## config.mk

```make
export PLATFORM = sky130hd
export DESIGN_NAME = rolling_median_outlier_estimator_top
export DESIGN_NICKNAME = d
export VERILOG_FILES = /design/src/hw/rtl/rmoe_pkg.sv /design/src/hw/rtl/rmoe_wcell.sv /design/src/hw/rtl/rmoe_scell.sv /design/src/hw/rtl/rmoe_div.sv /design/src/hw/rtl/rolling_median_outlier_estimator_top.sv
export VERILOG_INCLUDE_DIRS = /design/src /design/src/hw/rtl
export SDC_FILE = /design/constraint.sdc
export NUM_CORES = 2
export LEC_CHECK = 0
export BUFFER_PORTS_ARGS = -buffer_cell sky130_fd_sc_hd__buf_2
export CORE_MARGIN = 5
export CORE_UTILIZATION = 35
export CTS_CLUSTER_DIAMETER = 50
export DETAILED_ROUTE_END_ITERATION = 6
export GPL_TIMING_DRIVEN = 0
export SLEW_MARGIN = 5
export SYNTH_ARGS = -nofsm -noshare
export SYNTH_HDL_FRONTEND = slang
export SYNTH_SLANG_ARGS = --single-unit
export TNS_END_PERCENT = 10
```

## constraint.sdc

```tcl
create_clock -name i_clk -period 9.1 [get_ports i_clk]
set_input_delay 2.275 -clock i_clk [delete_from_list [all_inputs] [get_ports i_clk]]
set_output_delay 2.275 -clock i_clk [all_outputs]
set_load 0.03 [all_outputs]
```

## src/hw/rtl/rolling_median_outlier_estimator_top_defines.svh

```systemverilog
`ifndef ROLLING_MEDIAN_OUTLIER_ESTIMATOR_TOP_DEFINES_SVH
`define ROLLING_MEDIAN_OUTLIER_ESTIMATOR_TOP_DEFINES_SVH

// Same-cycle implication, checked out of reset.
`define RMOE_ASSERT_IMP(lbl, ante, cons) \
    lbl: assert property (@(posedge i_clk) disable iff (!i_rst_n) (ante) |-> (cons)) \
        else $error("rmoe check failed");

// Next-cycle implication, checked out of reset.
`define RMOE_ASSERT_NXT(lbl, ante, cons) \
    lbl: assert property (@(posedge i_clk) disable iff (!i_rst_n) (ante) |=> (cons)) \
        else $error("rmoe check failed");

`endif

```

## src/hw/rtl/rmoe_pkg.sv

```systemverilog
`default_nettype none

package rmoe_pkg;

    localparam int MAX_WINDOW_DEF = 16;

    localparam int VAL_W   = 32;
    localparam int STAMP_W = 32;
    localparam int LEN_W   = 5;
    localparam int LIFE_W  = 32;
    localparam int THR_W   = 31;
    localparam int CFG_W   = 32;
    localparam int EST_W   = 33;

    localparam logic [1:0] OP_ADD   = 2'd0;
    localparam logic [1:0] OP_QUERY = 2'd1;
    localparam logic [1:0] OP_CLEAR = 2'd2;

    localparam logic [1:0] CFG_NORM_LEN = 2'd0;
    localparam logic [1:0] CFG_LL_LEN   = 2'd1;
    localparam logic [1:0] CFG_LIFE     = 2'd2;
    localparam logic [1:0] CFG_THR      = 2'd3;

    localparam logic [LEN_W-1:0] LEN_RESET = 5'd16;

    typedef enum logic [2:0] {
        S_IDLE,
        S_COMPACT,
        S_MED,
        S_SCAN,
        S_CHK,
        S_DIV
    } t_state;

    typedef struct packed {
        logic [VAL_W-1:0]   value;
        logic [STAMP_W-1:0] stamp;
    } t_entry;

    // window cell control
    typedef struct packed {
        logic shift;
        logic wr;
    } t_wctl;

    // sorted cell control
    typedef struct packed {
        logic clr;
        logic ins;
        logic rot;
    } t_sctl;

endpackage

`default_nettype wire

```

## src/hw/rtl/rmoe_wcell.sv

```systemverilog
`default_nettype none

module rmoe_wcell
    import rmoe_pkg::*;
(
    input  wire logic   i_clk,
    input  wire t_wctl  i_ctl,
    input  wire t_entry i_right,
    input  wire t_entry i_new,
    output t_entry      o_entry
);

    t_entry r_entry;

    always_ff @(posedge i_clk) begin
        if (i_ctl.wr) begin
            r_entry <= i_new;
        end else if (i_ctl.shift) begin
            r_entry <= i_right;
        end
    end

    assign o_entry = r_entry;

endmodule

`default_nettype wire

```

## src/hw/rtl/rmoe_scell.sv

```systemverilog
`default_nettype none

module rmoe_scell
    import rmoe_pkg::*;
(
    input  wire logic             i_clk,
    input  wire logic             i_rst_n,
    input  wire t_sctl            i_ctl,
    input  wire logic [VAL_W-1:0] i_key,
    input  wire logic [VAL_W-1:0] i_left_val,
    input  wire logic             i_left_vld,
    input  wire logic             i_left_gt,
    input  wire logic [VAL_W-1:0] i_right_val,
    input  wire logic             i_right_vld,
    output logic [VAL_W-1:0]      o_val,
    output logic                  o_vld,
    output logic                  o_gt
);

    logic [VAL_W-1:0] r_val;
    logic             r_vld;
    logic             take_key;

    assign o_gt     = r_vld && (r_val > i_key);
    // first slot past the smaller-or-equal prefix takes the key
    assign take_key = !i_left_gt && (r_vld ? (r_val > i_key) : i_left_vld);

    always_ff @(posedge i_clk) begin
        if (!i_rst_n) begin
            r_vld <= 1'b0;
        end else if (i_ctl.clr) begin
            r_vld <= 1'b0;
        end else if (i_ctl.ins) begin
            if (i_left_gt) begin
                r_val <= i_left_val;
                r_vld <= 1'b1;
            end else if (take_key) begin
                r_val <= i_key;
                r_vld <= 1'b1;
            end
        end else if (i_ctl.rot) begin
            r_val <= i_right_val;
            r_vld <= i_right_vld;
        end
    end

    assign o_val = r_val;
    assign o_vld = r_vld;

endmodule

`default_nettype wire

```

## src/hw/rtl/rmoe_div.sv

```systemverilog
`default_nettype none

module rmoe_div #(
    parameter int NUM_W = 37,
    parameter int DEN_W = 5
) (
    input  wire logic             i_clk,
    input  wire logic             i_rst_n,
    input  wire logic             i_start,
    input  wire logic [NUM_W-1:0] i_num,
    input  wire logic [DEN_W-1:0] i_den,
    output logic                  o_done,
    output logic [NUM_W-1:0]      o_quo
);

    localparam int CW = $clog2(NUM_W + 1);

    logic [NUM_W-1:0] r_q;
    logic [DEN_W-1:0] r_rem;
    logic [DEN_W-1:0] r_den;
    logic [CW-1:0]    r_cnt;
    logic             r_busy;
    logic             r_done;
    logic [DEN_W:0]   trial;
    logic             ge;

    assign trial = {r_rem, r_q[NUM_W-1]};
    assign ge    = trial >= {1'b0, r_den};

    always_ff @(posedge i_clk) begin
        if (!i_rst_n) begin
            r_busy <= 1'b0;
            r_done <= 1'b0;
            r_cnt  <= '0;
        end else begin
            r_done <= 1'b0;
            if (i_start) begin
                r_q    <= i_num;
                r_rem  <= '0;
                r_den  <= i_den;
                r_cnt  <= CW'(NUM_W);
                r_busy <= 1'b1;
            end else if (r_busy) begin
                r_q   <= {r_q[NUM_W-2:0], ge};
                r_rem <= ge ? DEN_W'(trial - {1'b0, r_den}) : trial[DEN_W-1:0];
                r_cnt <= r_cnt - CW'(1);
                if (r_cnt == CW'(1)) begin
                    r_busy <= 1'b0;
                    r_done <= 1'b1;
                end
            end
        end
    end

    assign o_done = r_done;
    assign o_quo  = r_q;

endmodule

`default_nettype wire

```

## src/hw/rtl/rolling_median_outlier_estimator_top.sv

```systemverilog
// Channel   Signals                                           Handshake
// command   i_op i_sample_bps i_low_latency i_now_ms          start && !busy
// result    o_estimate_bps                                    o_est_valid, one cycle
// config    i_cfg_idx i_cfg_data                              i_cfg_we
//
// Add and clear complete without raising busy. A query holds busy through
// one compaction step per stored entry, a rotation of the sorted cell row to
// the median and once around for the outlier sum, then a bit-serial divider.
// A window that is empty after compaction ends the query there, as does an
// outlier sum with no entry kept. The estimate strobes in the first cycle after busy drops.
// Reset empties the window; results cannot be stalled by the receiver.
`default_nettype none

`include "rolling_median_outlier_estimator_top_defines.svh"

module rolling_median_outlier_estimator_top
    import rmoe_pkg::*;
#(
    parameter int MAX_WINDOW = MAX_WINDOW_DEF
) (
    input  wire logic               i_clk,
    input  wire logic               i_rst_n,
    input  wire logic               start,
    output logic                    busy,
    input  wire logic [1:0]         i_op,
    input  wire logic [VAL_W-1:0]   i_sample_bps,
    input  wire logic               i_low_latency,
    input  wire logic [STAMP_W-1:0] i_now_ms,
    output logic                    o_est_valid,
    output logic signed [EST_W-1:0] o_estimate_bps,
    input  wire logic               i_cfg_we,
    input  wire logic [1:0]         i_cfg_idx,
    input  wire logic [CFG_W-1:0]   i_cfg_data
);

    localparam int CNT_W = $clog2(MAX_WINDOW + 1);
    localparam int SUM_W = VAL_W + CNT_W;
    localparam int CMP_W = CNT_W + LEN_W;

    // configuration
    logic [LEN_W-1:0]  r_norm_len;
    logic [LEN_W-1:0]  r_ll_len;
    logic [LIFE_W-1:0] r_life;
    logic [THR_W-1:0]  r_thr;

    t_state r_state, n_state;

    logic [CNT_W-1:0]   r_count;
    logic [CNT_W-1:0]   r_k;
    logic [CNT_W-1:0]   r_n;
    logic [CNT_W-1:0]   r_kept;
    logic [SUM_W-1:0]   r_sum;
    logic [VAL_W-1:0]   r_lo;
    logic [VAL_W-1:0]   r_med;
    logic [STAMP_W-1:0] r_now;
    logic               r_res_vld;
    logic [EST_W-1:0]   r_res;

    // cell rows
    t_entry           w_ent [MAX_WINDOW];
    t_wctl            w_ctl [MAX_WINDOW];
    logic [VAL_W-1:0] s_val [MAX_WINDOW];
    logic             s_vld [MAX_WINDOW];
    logic             s_gt  [MAX_WINDOW];
    t_sctl            s_ctl;
    t_entry           new_ent;
    logic             w_shift;
    logic             w_wr_en;
    logic [CNT_W-1:0] w_pos;

    logic              accept;
    logic [LEN_W-1:0]  lim_sel;
    logic [CMP_W-1:0]  lim_cap;
    logic              drop_add;
    logic              add_wr;
    logic signed [STAMP_W:0] age;
    logic              keep;
    logic [CNT_W-1:0]  n_half;
    logic [VAL_W:0]    pair_sum;
    logic signed [VAL_W+1:0] diff;
    logic signed [VAL_W+1:0] dev;
    logic              take;
    logic              div_start;
    logic              div_done;
    logic [SUM_W-1:0]  div_quo;

    assign accept = start && !busy;
    assign busy   = (r_state != S_IDLE);

    // add path
    assign lim_sel  = i_low_latency ? r_ll_len : r_norm_len;
    assign lim_cap  = (CMP_W'(lim_sel) > CMP_W'(MAX_WINDOW)) ? CMP_W'(MAX_WINDOW)
                                                             : CMP_W'(lim_sel);
    assign drop_add = (r_count == CNT_W'(MAX_WINDOW)) ||
                      ((CMP_W'(r_count) + CMP_W'(1)) > lim_cap);
    assign add_wr   = !((r_count == '0) && drop_add);

    // compaction on the head cell
    assign age  = $signed({1'b0, r_now}) - $signed({1'b0, w_ent[0].stamp});
    assign keep = (w_ent[0].stamp != '0) && !(age > $signed({1'b0, r_life}));

    // median and distance
    assign n_half   = r_n >> 1;
    assign pair_sum = {1'b0, r_lo} + {1'b0, s_val[0]};
    assign diff     = $signed({2'b0, s_val[0]}) - $signed({2'b0, r_med});
    assign dev      = ((r_n != CNT_W'(2)) && (diff < 0)) ? -diff : diff;
    assign take     = s_vld[0] && !(dev > $signed({3'b0, r_thr}));

    always_comb begin
        n_state   = r_state;
        w_shift   = 1'b0;
        w_wr_en   = 1'b0;
        w_pos     = '0;
        new_ent   = w_ent[0];
        s_ctl     = '0;
        div_start = 1'b0;
        unique case (r_state)
            S_IDLE: begin
                new_ent.value = i_sample_bps;
                new_ent.stamp = i_now_ms;
                if (accept) begin
                    unique case (i_op)
                        OP_ADD: begin
                            w_shift = drop_add;
                            w_wr_en = add_wr;
                            w_pos   = r_count - CNT_W'(drop_add);
                        end
                        OP_QUERY: begin
                            s_ctl.clr = 1'b1;
                            n_state   = S_COMPACT;
                        end
                        default: ;
                    endcase
                end
            end
            S_COMPACT: begin
                if (r_k == r_count) begin
                    n_state = (r_n == '0) ? S_IDLE : S_MED;
                end else begin
                    w_shift   = 1'b1;
                    w_wr_en   = keep;
                    w_pos     = r_count - r_k - CNT_W'(1) + r_n;
                    s_ctl.ins = keep;
                end
            end
            S_MED: begin
                s_ctl.rot = 1'b1;
                if (r_k == n_half) n_state = S_SCAN;
            end
            S_SCAN: begin
                s_ctl.rot = 1'b1;
                if (r_k == CNT_W'(MAX_WINDOW - 1)) n_state = S_CHK;
            end
            S_CHK: begin
                if (r_kept == '0) begin
                    n_state = S_IDLE;
                end else begin
                    div_start = 1'b1;
                    n_state   = S_DIV;
                end
            end
            S_DIV: begin
                if (div_done) n_state = S_IDLE;
            end
            default: n_state = S_IDLE;
        endcase
    end

    always_ff @(posedge i_clk) begin
        if (!i_rst_n) begin
            r_state <= S_IDLE;
        end else begin
            r_state <= n_state;
        end
    end

    always_ff @(posedge i_clk) begin
        if (!i_rst_n) begin
            r_norm_len <= LEN_RESET;
            r_ll_len   <= LEN_RESET;
            r_life     <= '0;
            r_thr      <= '0;
        end else if (i_cfg_we) begin
            unique case (i_cfg_idx)
                CFG_NORM_LEN: r_norm_len <= i_cfg_data[LEN_W-1:0];
                CFG_LL_LEN:   r_ll_len   <= i_cfg_data[LEN_W-1:0];
                CFG_LIFE:     r_life     <= i_cfg_data[LIFE_W-1:0];
                CFG_THR:      r_thr      <= i_cfg_data[THR_W-1:0];
                default: ;
            endcase
        end
    end

    always_ff @(posedge i_clk) begin
        if (!i_rst_n) begin
            r_count   <= '0;
            r_k       <= '0;
            r_n       <= '0;
            r_kept    <= '0;
            r_res_vld <= 1'b0;
        end else begin
            r_res_vld <= 1'b0;
            unique case (r_state)
                S_IDLE: begin
                    if (accept) begin
                        unique case (i_op)
                            OP_ADD: begin
                                r_count <= r_count + CNT_W'(1) - CNT_W'(drop_add);
                            end
                            OP_QUERY: begin
                                r_k   <= '0;
                                r_n   <= '0;
                                r_now <= i_now_ms;
                            end
                            OP_CLEAR: r_count <= '0;
                            default: ;
                        endcase
                    end
                end
                S_COMPACT: begin
                    if (r_k == r_count) begin
                        r_count <= r_n;
                        r_k     <= '0;
                        if (r_n == '0) begin
                            r_res_vld <= 1'b1;
                            r_res     <= '1;
                        end
                    end else begin
                        r_k <= r_k + CNT_W'(1);
                        if (keep) r_n <= r_n + CNT_W'(1);
                    end
                end
                S_MED: begin
                    if (!r_n[0] && (r_k == n_half - CNT_W'(1))) r_lo <= s_val[0];
                    if (r_k == n_half) begin
                        r_med  <= r_n[0] ? s_val[0] : pair_sum[VAL_W:1];
                        r_k    <= '0;
                        r_sum  <= '0;
                        r_kept <= '0;
                    end else begin
                        r_k <= r_k + CNT_W'(1);
                    end
                end
                S_SCAN: begin
                    r_k <= r_k + CNT_W'(1);
                    if (take) begin
                        r_sum  <= r_sum + SUM_W'(s_val[0]);
                        r_kept <= r_kept + CNT_W'(1);
                    end
                end
                S_CHK: begin
                    if (r_kept == '0) begin
                        r_res_vld <= 1'b1;
                        r_res     <= '1;
                    end
                end
                S_DIV: begin
                    if (div_done) begin
                        r_res_vld <= 1'b1;
                        r_res     <= {1'b0, div_quo[VAL_W-1:0]};
                    end
                end
                default: ;
            endcase
        end
    end

    genvar gi;
    generate
        for (gi = 0; gi < MAX_WINDOW; gi++) begin : g_cell
            localparam int RI = (gi == MAX_WINDOW - 1) ? 0 : gi + 1;
            localparam int LI = (gi == 0) ? 0 : gi - 1;

            assign w_ctl[gi].shift = w_shift;
            assign w_ctl[gi].wr    = w_wr_en && (w_pos == CNT_W'(gi));

            rmoe_wcell u_wcell (
                .i_clk   (i_clk),
                .i_ctl   (w_ctl[gi]),
                .i_right (w_ent[RI]),
                .i_new   (new_ent),
                .o_entry (w_ent[gi])
            );

            rmoe_scell u_scell (
                .i_clk       (i_clk),
                .i_rst_n     (i_rst_n),
                .i_ctl       (s_ctl),
                .i_key       (w_ent[0].value),
                .i_left_val  (s_val[LI]),
                .i_left_vld  ((gi == 0) ? 1'b1 : s_vld[LI]),
                .i_left_gt   ((gi == 0) ? 1'b0 : s_gt[LI]),
                .i_right_val (s_val[RI]),
                .i_right_vld (s_vld[RI]),
                .o_val       (s_val[gi]),
                .o_vld       (s_vld[gi]),
                .o_gt        (s_gt[gi])
            );
        end
    endgenerate

    rmoe_div #(
        .NUM_W (SUM_W),
        .DEN_W (CNT_W)
    ) u_div (
        .i_clk   (i_clk),
        .i_rst_n (i_rst_n),
        .i_start (div_start),
        .i_num   (r_sum),
        .i_den   (r_kept),
        .o_done  (div_done),
        .o_quo   (div_quo)
    );

    assign o_est_valid    = r_res_vld;
    assign o_estimate_bps = $signed(r_res);

    `RMOE_ASSERT_IMP(a_res_idle, o_est_valid, !busy)
    `RMOE_ASSERT_NXT(a_query_busy, accept && (i_op == OP_QUERY), busy)
    `RMOE_ASSERT_NXT(a_add_quick, accept && (i_op != OP_QUERY), !busy && !o_est_valid)
    `RMOE_ASSERT_IMP(a_count_max, busy || !busy, r_count <= CNT_W'(MAX_WINDOW))

endmodule

`default_nettype wire
```

== Yosys cells after proc, flatten, opt, wreduce, memory -nomap -nowiden ==
Cells that the tools add are included.

* Word-level logic and storage cells: 590
* Register bits: 1870
* Input port bits: 105

* $lt $le $gt $ge: 22
* Reductions and logical operators: 156
* $add $sub $neg: 18
* Muxes and demuxes: 245
* Equal/unequal tests: 60
* Bitwise operators: 3

{| class="wikitable"
|+ Operators with widths
! kind !! number
|-
| two-way mux 64 bit || 33
|-
| two-way mux 32 bit || 64
|-
| > comparator 32 bit || 16
|-
| two-way mux 37 bit || 4
|-
| two-way mux 33 bit || 4
|-
| two-way mux 1 bit || 100
|-
| case mux 33 bit (3 select lines) || 1
|-
| two-way mux 5 bit || 17
|-
| AND reduction 4 bit || 19
|-
| case mux 37 bit (2 select lines) || 1
|-
| subtractor 32 x 32 -> 33 bit || 2
|-
| logical AND 1 bit || 52
|-
| case mux 5 bit (2 select lines) || 5
|-
| inequality test 3 x 1 -> 1 bit, second input constant || 16
|-
| equality test 5 x 4 -> 1 bit, second input constant || 9
|-
| AND reduction 2 bit || 22
|-
| nonzero test 2 bit || 20
|-
| adder 37 x 32 -> 37 bit || 1
|-
| > comparator 34 x 32 -> 1 bit || 1
|-
| two-way mux 34 bit || 1
|-
| negator 33 -> 34 bit || 1
|-
| adder 32 x 32 -> 33 bit || 1
|-
| > comparator 33 bit || 1
|-
| less-than comparator 33 x 1 -> 1 bit, second input constant || 1
|-
| other kinds (47) || 112
|}

== Depth between registers and ports, before layout ==
* Depth after elaboration: 12
* Mapped depth: 30

== Hierarchy ==
From an unflattened synthesis, not the netlist that was laid out.

* Cells, all modules: 9029
* Area total of the unflattened synthesis: 110064.3 µm²

{| class="wikitable"
|+ Modules (own cells, without submodules)
! module !! area each (µm²) !! times used !! sequential area each (µm²) !! cells each
|-
| rmoe_wcell || 2905.3 || 16 || 1921.8 || 136
|-
| rmoe_scell || 2508.7 || 16 || 980.9 || 264
|-
| rolling_median_outlier_estimator_top || 20947.6 || 1 || 6926.6 || 2458
|-
| rmoe_div || 2493.6 || 1 || 1571.5 || 171
|}

== Least setup slack after synthesis ==
OpenSTA, ideal clock, no wires.

* Path kind: reg-to-reg
* From: register g_cell[0].u_scell.r_val[0]
* To: register r_sum[0] (enable)
* Path buffers: 1
* Arrival time: 7.341 ns
* Clock period less this slack: 7.794 ns
* Slack: 1.306 ns
* Stages on the path, launching flop included: 28
* Path through: edfxtp_1 inv_1 ha_1 fa_1 nor2b_4 o21a_1 nor2_1 xnor2_1 or3_1 nor3_1 nand3_1 or4_4 or4_1 buf_2 o31ai_1 xnor2_1 ha_1 a21o_1 a21oi_1 nor2b_1 o21ai_0 nand2_1 nor3_1 nor2_1 a22oi_1 o41ai_1 o41a_4 a31oi_1

* Cells in the longest elaborated chain, start to end: 9
* Elaborated cells on any way between the ends: 10

{| class="wikitable"
|+ Ends and longest elaborated chain
! item !! line !! RTL
|-
| start, declared || rmoe_scell.sv:20 || <nowiki>logic [VAL_W-1:0] r_val;</nowiki>
|-
| start signal, assigned || rmoe_scell.sv:35 || <nowiki>r_val <= i_left_val;</nowiki>
|-
| start signal, assigned || rmoe_scell.sv:38 || <nowiki>r_val <= i_key;</nowiki>
|-
| start signal, assigned || rmoe_scell.sv:42 || <nowiki>r_val <= i_right_val;</nowiki>
|-
| subtractor 32 x 32 -> 33 bit (*) || rolling_median_outlier_estimator_top.sv:105 || <nowiki>assign diff = $signed({2'b0, s_val[0]}) - $signed({2'b0, r_med});</nowiki>
|-
| less-than comparator 33 x 1 -> 1 bit || rolling_median_outlier_estimator_top.sv:106 || <nowiki>assign dev = ((r_n != CNT_W'(2)) && (diff < 0)) ? -diff : diff;</nowiki>
|-
| logical AND 1 bit || rolling_median_outlier_estimator_top.sv:106 ||
|-
| two-way mux 34 bit (*) || rolling_median_outlier_estimator_top.sv:106 ||
|-
| > comparator 34 x 32 -> 1 bit (*) || rolling_median_outlier_estimator_top.sv:107 || <nowiki>assign take = s_vld[0] && !(dev > $signed({3'b0, r_thr}));</nowiki>
|-
| logical NOT 1 bit (*) || rolling_median_outlier_estimator_top.sv:107 ||
|-
| logical AND 1 bit (*) || rolling_median_outlier_estimator_top.sv:107 ||
|-
| inequality test 2 bit (no source line) (*) || -- ||
|-
| AND reduction 4 bit (no source line) (*) || -- ||
|-
| end signal, assigned || rolling_median_outlier_estimator_top.sv:247 || <nowiki>r_sum <= r_sum + SUM_W'(s_val[0]);</nowiki>
|-
| end, declared || rolling_median_outlier_estimator_top.sv:52 || <nowiki>logic [SUM_W-1:0] r_sum;</nowiki>
|}

Every way passes the cells marked *; elsewhere a longest branch is shown, timed or not.
A chain may end at the register's enable or synchronous reset.

== Worst setup path after layout ==
* From: register g_cell[0].u_wcell.r_entry, in the netlist g_cell[0].u_wcell.o_entry[1]
* To: register g_cell[7].u_scell.r_val[3] (enable)

* Cells in the longest elaborated chain, start to end: 8
* Elaborated cells on any way between the ends: 10

{| class="wikitable"
|+ Ends and longest elaborated chain
! item !! line !! RTL
|-
| start, declared || rmoe_wcell.sv:13 || <nowiki>t_entry r_entry;</nowiki>
|-
| start signal, assigned || rmoe_wcell.sv:17 || <nowiki>r_entry <= i_new;</nowiki>
|-
| start signal, assigned || rmoe_wcell.sv:19 || <nowiki>r_entry <= i_right;</nowiki>
|-
| subtractor 32 x 32 -> 33 bit || rolling_median_outlier_estimator_top.sv:99 || <nowiki>assign age = $signed({1'b0, r_now}) - $signed({1'b0, w_ent[0].stamp});</nowiki>
|-
| > comparator 33 bit || rolling_median_outlier_estimator_top.sv:100 || <nowiki>assign keep = (w_ent[0].stamp != '0) && !(age > $signed({1'b0, r_life}));</nowiki>
|-
| logical NOT 1 bit || rolling_median_outlier_estimator_top.sv:100 ||
|-
| logical AND 1 bit (*) || rolling_median_outlier_estimator_top.sv:100 ||
|-
| two-way mux 1 bit (*) || rolling_median_outlier_estimator_top.sv:137 || <nowiki>if (r_k == r_count) begin</nowiki>
|-
| two-way mux 1 bit (*) || rolling_median_outlier_estimator_top.sv:117 || <nowiki>unique case (r_state)</nowiki>
|-
| inequality test 3 x 1 -> 1 bit (no source line) / nonzero test 2 bit (equally long branches) || -- ||
|-
| AND reduction 4 bit (no source line) (*) || -- ||
|-
| end signal, assigned || rmoe_scell.sv:35 ||
|-
| end signal, assigned || rmoe_scell.sv:38 ||
|-
| end signal, assigned || rmoe_scell.sv:42 ||
|-
| end, declared || rmoe_scell.sv:20 ||
|}

Marked as above.

==> out/results.tsv <==
stage	metric	value	unit
global_routing	antenna_found_initial	14	
place	dpl-instance-area	108000	um2
yosys	synth_top_family_by_area	compound AO/OA/AOI/OAI gates	
yosys	synth-edff-count	1749	
timing	setup_viol	0	
yosys	synth_cell_types	83	
timing	hold_viol	0	
timing	setup_slack	0.421	ns
floorplan	start_util	35.2	%
timing	period_minus_slack	8.68	ns
clocking	clockBufferDepth	3	
power	power.leakage	46.4	nW
floorplan	die_w	548	um
layout	final_cells	14100	
route	drc	0	
route	drt_first_iter_violations	8184	
worst_setup_path	slowest_stage	clkdlybuf4s15_2	
timing	slew-limit-headroom	1.13	%
yosys	synth_mux_area_share	5.58	%
worst_setup_path	endpoint_kind	flip-flop	
layout	synthToLayoutAreaGrowth	14.3	%
place	gp_congestion	0.965	
global_routing	grt_pass1_wl	497	mm
yosys	yosysWarningCount	0	
yosys	synth_fa_ha_area_share	9.35	%
yosys	synth_top_area_cell	edfxtp_1	
timing	drv_slew	0	
worst_setup_path	crit_path_max_incr_delay	0.75	ns
worst_setup_path	crit_required	9.71	ns
layout	drive_above_1_share	6.54	%
worst_setup_path	crit_family	compound AO/OA/AOI/OAI gates	
route	wl_per_cell	24.2	um
job	cap_violations	0	
yosys	seq_area_frac_synth	54.1	%
route	dr.pass1.iters	6	
worst_setup_path	critPathMostFrequentCell	o21ai_0	
place	placement.setup.worst_slack	-0.739	ns
clocking	clk_latency	0.89	ns
yosys	syn_area	101000	um2
run_status	status	finished, final reports clean	
floorplan	rows	197	
place	port-buffer-count	138	
clocking	numCtsBuffers	226	
yosys	avgSynthCellArea	10.5	um2
route	num_vias	78500	
route	routed_wl	340	mm
worst_setup_path	critical_path_arrival	9.28	ns
clocking	path_clk_slew	0.06	ns
timing	clock_skew	0.0718	ns
place	dp.cells	13600	
route	ant_nets	0	
layout	final_area	116000	um2
yosys	synth_xor_area_share	1.42	%
power	ir_drop	0.234	mV
layout	fin_nets	10900	
clocking	clock_sinks	1870	
worst_setup_path	cp_max_fo	19	
worst_setup_path	start_kind	flip-flop	
place	hpwlAfterDp	259	mm
layout	fill_cells	27800	
global_routing	gr-total-overflow	0	
clocking	cts_hold_buf	0	
global_routing	grt.total_usage	21.8	%
floorplan	core	288000	um2
power	finalPower	34.6	mW
yosys	synthSimpleGateAreaFrac	11.7	%
yosys	async_flop_share	0	%
floorplan	dieHeight	548	um
worst_setup_path	worstSetupPathType	flip-flop to flip-flop	
worst_setup_path	cp_num_buf_inv	5	
yosys	synth.ff_latch_count	1870	
layout	final_core_util	40.2	%
global_routing	grt_max_degree	55	
clocking	htreeDepth	4	
min_path	hold_path_class	flip-flop to flip-flop	
timing	tightest_slew	1.48	ns
yosys	synthTopCellsByArea	edfxtp_1 52%, ha_1 9.1%, o21ai_0 8.7%	
route	avgViaCountPerCell	5.58	
timing	min_period_over_period	95.4	%
power	powerDensity	298	nW/um2
global_routing	grt_pass1_vias	77200	
floorplan	die_area	301000	um2
floorplan	io_pins	140	
clocking	tritoncts	yes	
yosys	synth_top_area_share	51.8	%
timing	hold_ws	0.464	ns
yosys	syn_inst	9659	
yosys	ys.flop_type	edfxtp_1	
timing	max_freq	115	MHz
yosys	syn_nets	10500	
timing	finalSetupTns	0	ns
clocking	root_buffer	clkbuf_16	
yosys	synth-compound-area-share	14.6	%
[state kept, by name (all words and copies together), names as in the netlist, 31 cells and up]
signal                  count
r_thr                      31
r_med                      32
r_life                     32
g_cell.u_wcell.o_entry   1024
r_lo                       32
o_estimate_bps             33
r_now                      32
r_sum                      37
u_div.o_quo                37
g_cell.u_scell.o_val      512
[routing by layer]
metal	vias to the layer above	global-route usage (%)	wire length (um)
met2	3313	35.7	157000
met4	4	10.6	18600
li1	36000	-	-
met5	-	0	27
met3	681	3.45	24900
met1	38500	28.2	139000
[worst paths after layout]
path,startpoint,endpoint,slack [ns],cells past startpoint
hold / removal,r_life[5]$_SDFFE_PN0P_,r_life[5]$_SDFFE_PN0P_,0.46,2
setup reg to reg,g_cell[0].u_wcell.o_entry[1]$_DFFE_PP_,g_cell[7].u_scell.o_val[3]$_DFFE_PP_,0.42,26
setup / recovery,g_cell[0].u_wcell.o_entry[1]$_DFFE_PP_,g_cell[7].u_scell.o_val[3]$_DFFE_PP_,0.42,26
hold reg to reg,r_life[5]$_SDFFE_PN0P_,r_life[5]$_SDFFE_PN0P_,0.46,2
[cells by family after synthesis]
| family | Yosys count |
|---|---|
| XOR/XNOR | 164 |
| AO/OA/AOI/OAI | 2647 |
| adder cells (fa/ha/maj) | 752 |
| buffers and inverters | 880 |
| flip-flops | 1870 |
| AND/OR/NAND/NOR | 2781 |
| multiplexers | 565 |
[cells in the final DEF, fill, tap and decap left out, types with 121 or more instances in the layout]
master / instances
nand2_1: 1949
nor2_1: 231
nand4_1: 139
dfxtp_1: 121
buf_2: 140
mux2i_1: 560
clkbuf_16: 231
a21oi_1: 320
ha_1: 742
clkbuf_1: 604
inv_1: 261
o21ai_0: 1758
a21o_1: 217
edfxtp_1: 1749
[cells in the mapped netlist (23+ instances only)]
master and number:
o21ai_0 1759, and3_1 23, xnor2_1 99, nor4_1 25
nand2_1 1965, a21o_1 217, a31oi_1 37, ha_1 742
nand4_1 139, nor3_1 62, xor2_1 65, nor2_1 235
o21a_1 115, a211oi_1 30, nor2b_1 93, mux2i_1 560
clkbuf_1 584, nand2b_1 58, nand3_1 59, a21oi_1 324
edfxtp_1 1749, dfxtp_1 121, buf_1 32, inv_1 261
or2_2 40
[power by group]
group / total, mW / switching, mW / internal (mW)
combinational: 12.5 / 8.52 / 3.98
sequential: 12.9 / 0.911 / 12.0
clock: 9.23 / 3.90 / 5.33
[worst register-to-register path, cell delays in order (launching register included)]
cell,delay [ns]
edfxtp_1,0.57
inv_1,0.15
ha_1,0.29
nor2b_1,0.12
o21a_1,0.13
o21ai_0,0.11
a31oi_1,0.26
o31ai_1,0.15
a211o_1,0.31
a31oi_1,0.52
a311oi_1,0.20
nor3_1,0.39
a21oi_1,0.13
o21ai_0,0.37
xnor2_1,0.13
ha_1,0.34
nand4_1,0.10
nor3_1,0.19
nand3_1,0.09
o21ai_0,0.13
a211oi_1,0.12
a211oi_2,0.50
clkbuf_1,0.70
buf_1,0.71
clkdlybuf4s15_2,0.75
a41oi_4,0.56
buf_12,0.36
[cell type report]
| class | count | area [um2] | area share, % |
|---|---|---|---|
| Multi-Input combinational cell | 6909 | 43600 | 37.6 |
| Clock inverter | 158 | 1700 | 1.46 |
| Timing Repair Buffer | 185 | 1670 | 1.44 |
| Tap cell | 3781 | 4730 | 4.08 |
| Antenna cell | 11 | 27.5 | 0.0237 |
| Inverter | 262 | 983 | 0.848 |
| Clock buffer | 271 | 5950 | 5.13 |
| Sequential cell | 1870 | 54900 | 47.4 |
| Buffer | 617 | 2350 | 2.03 |
[timing repair]
action	CTS	global route
setup endpoints to repair	443	366
buffers inserted	0	2
cloned	0	0
pin swaps	0	0
gates resized for setup	4	7
hold endpoints to repair	0	0
No activity file was read; power rests on OpenSTA's default activity.
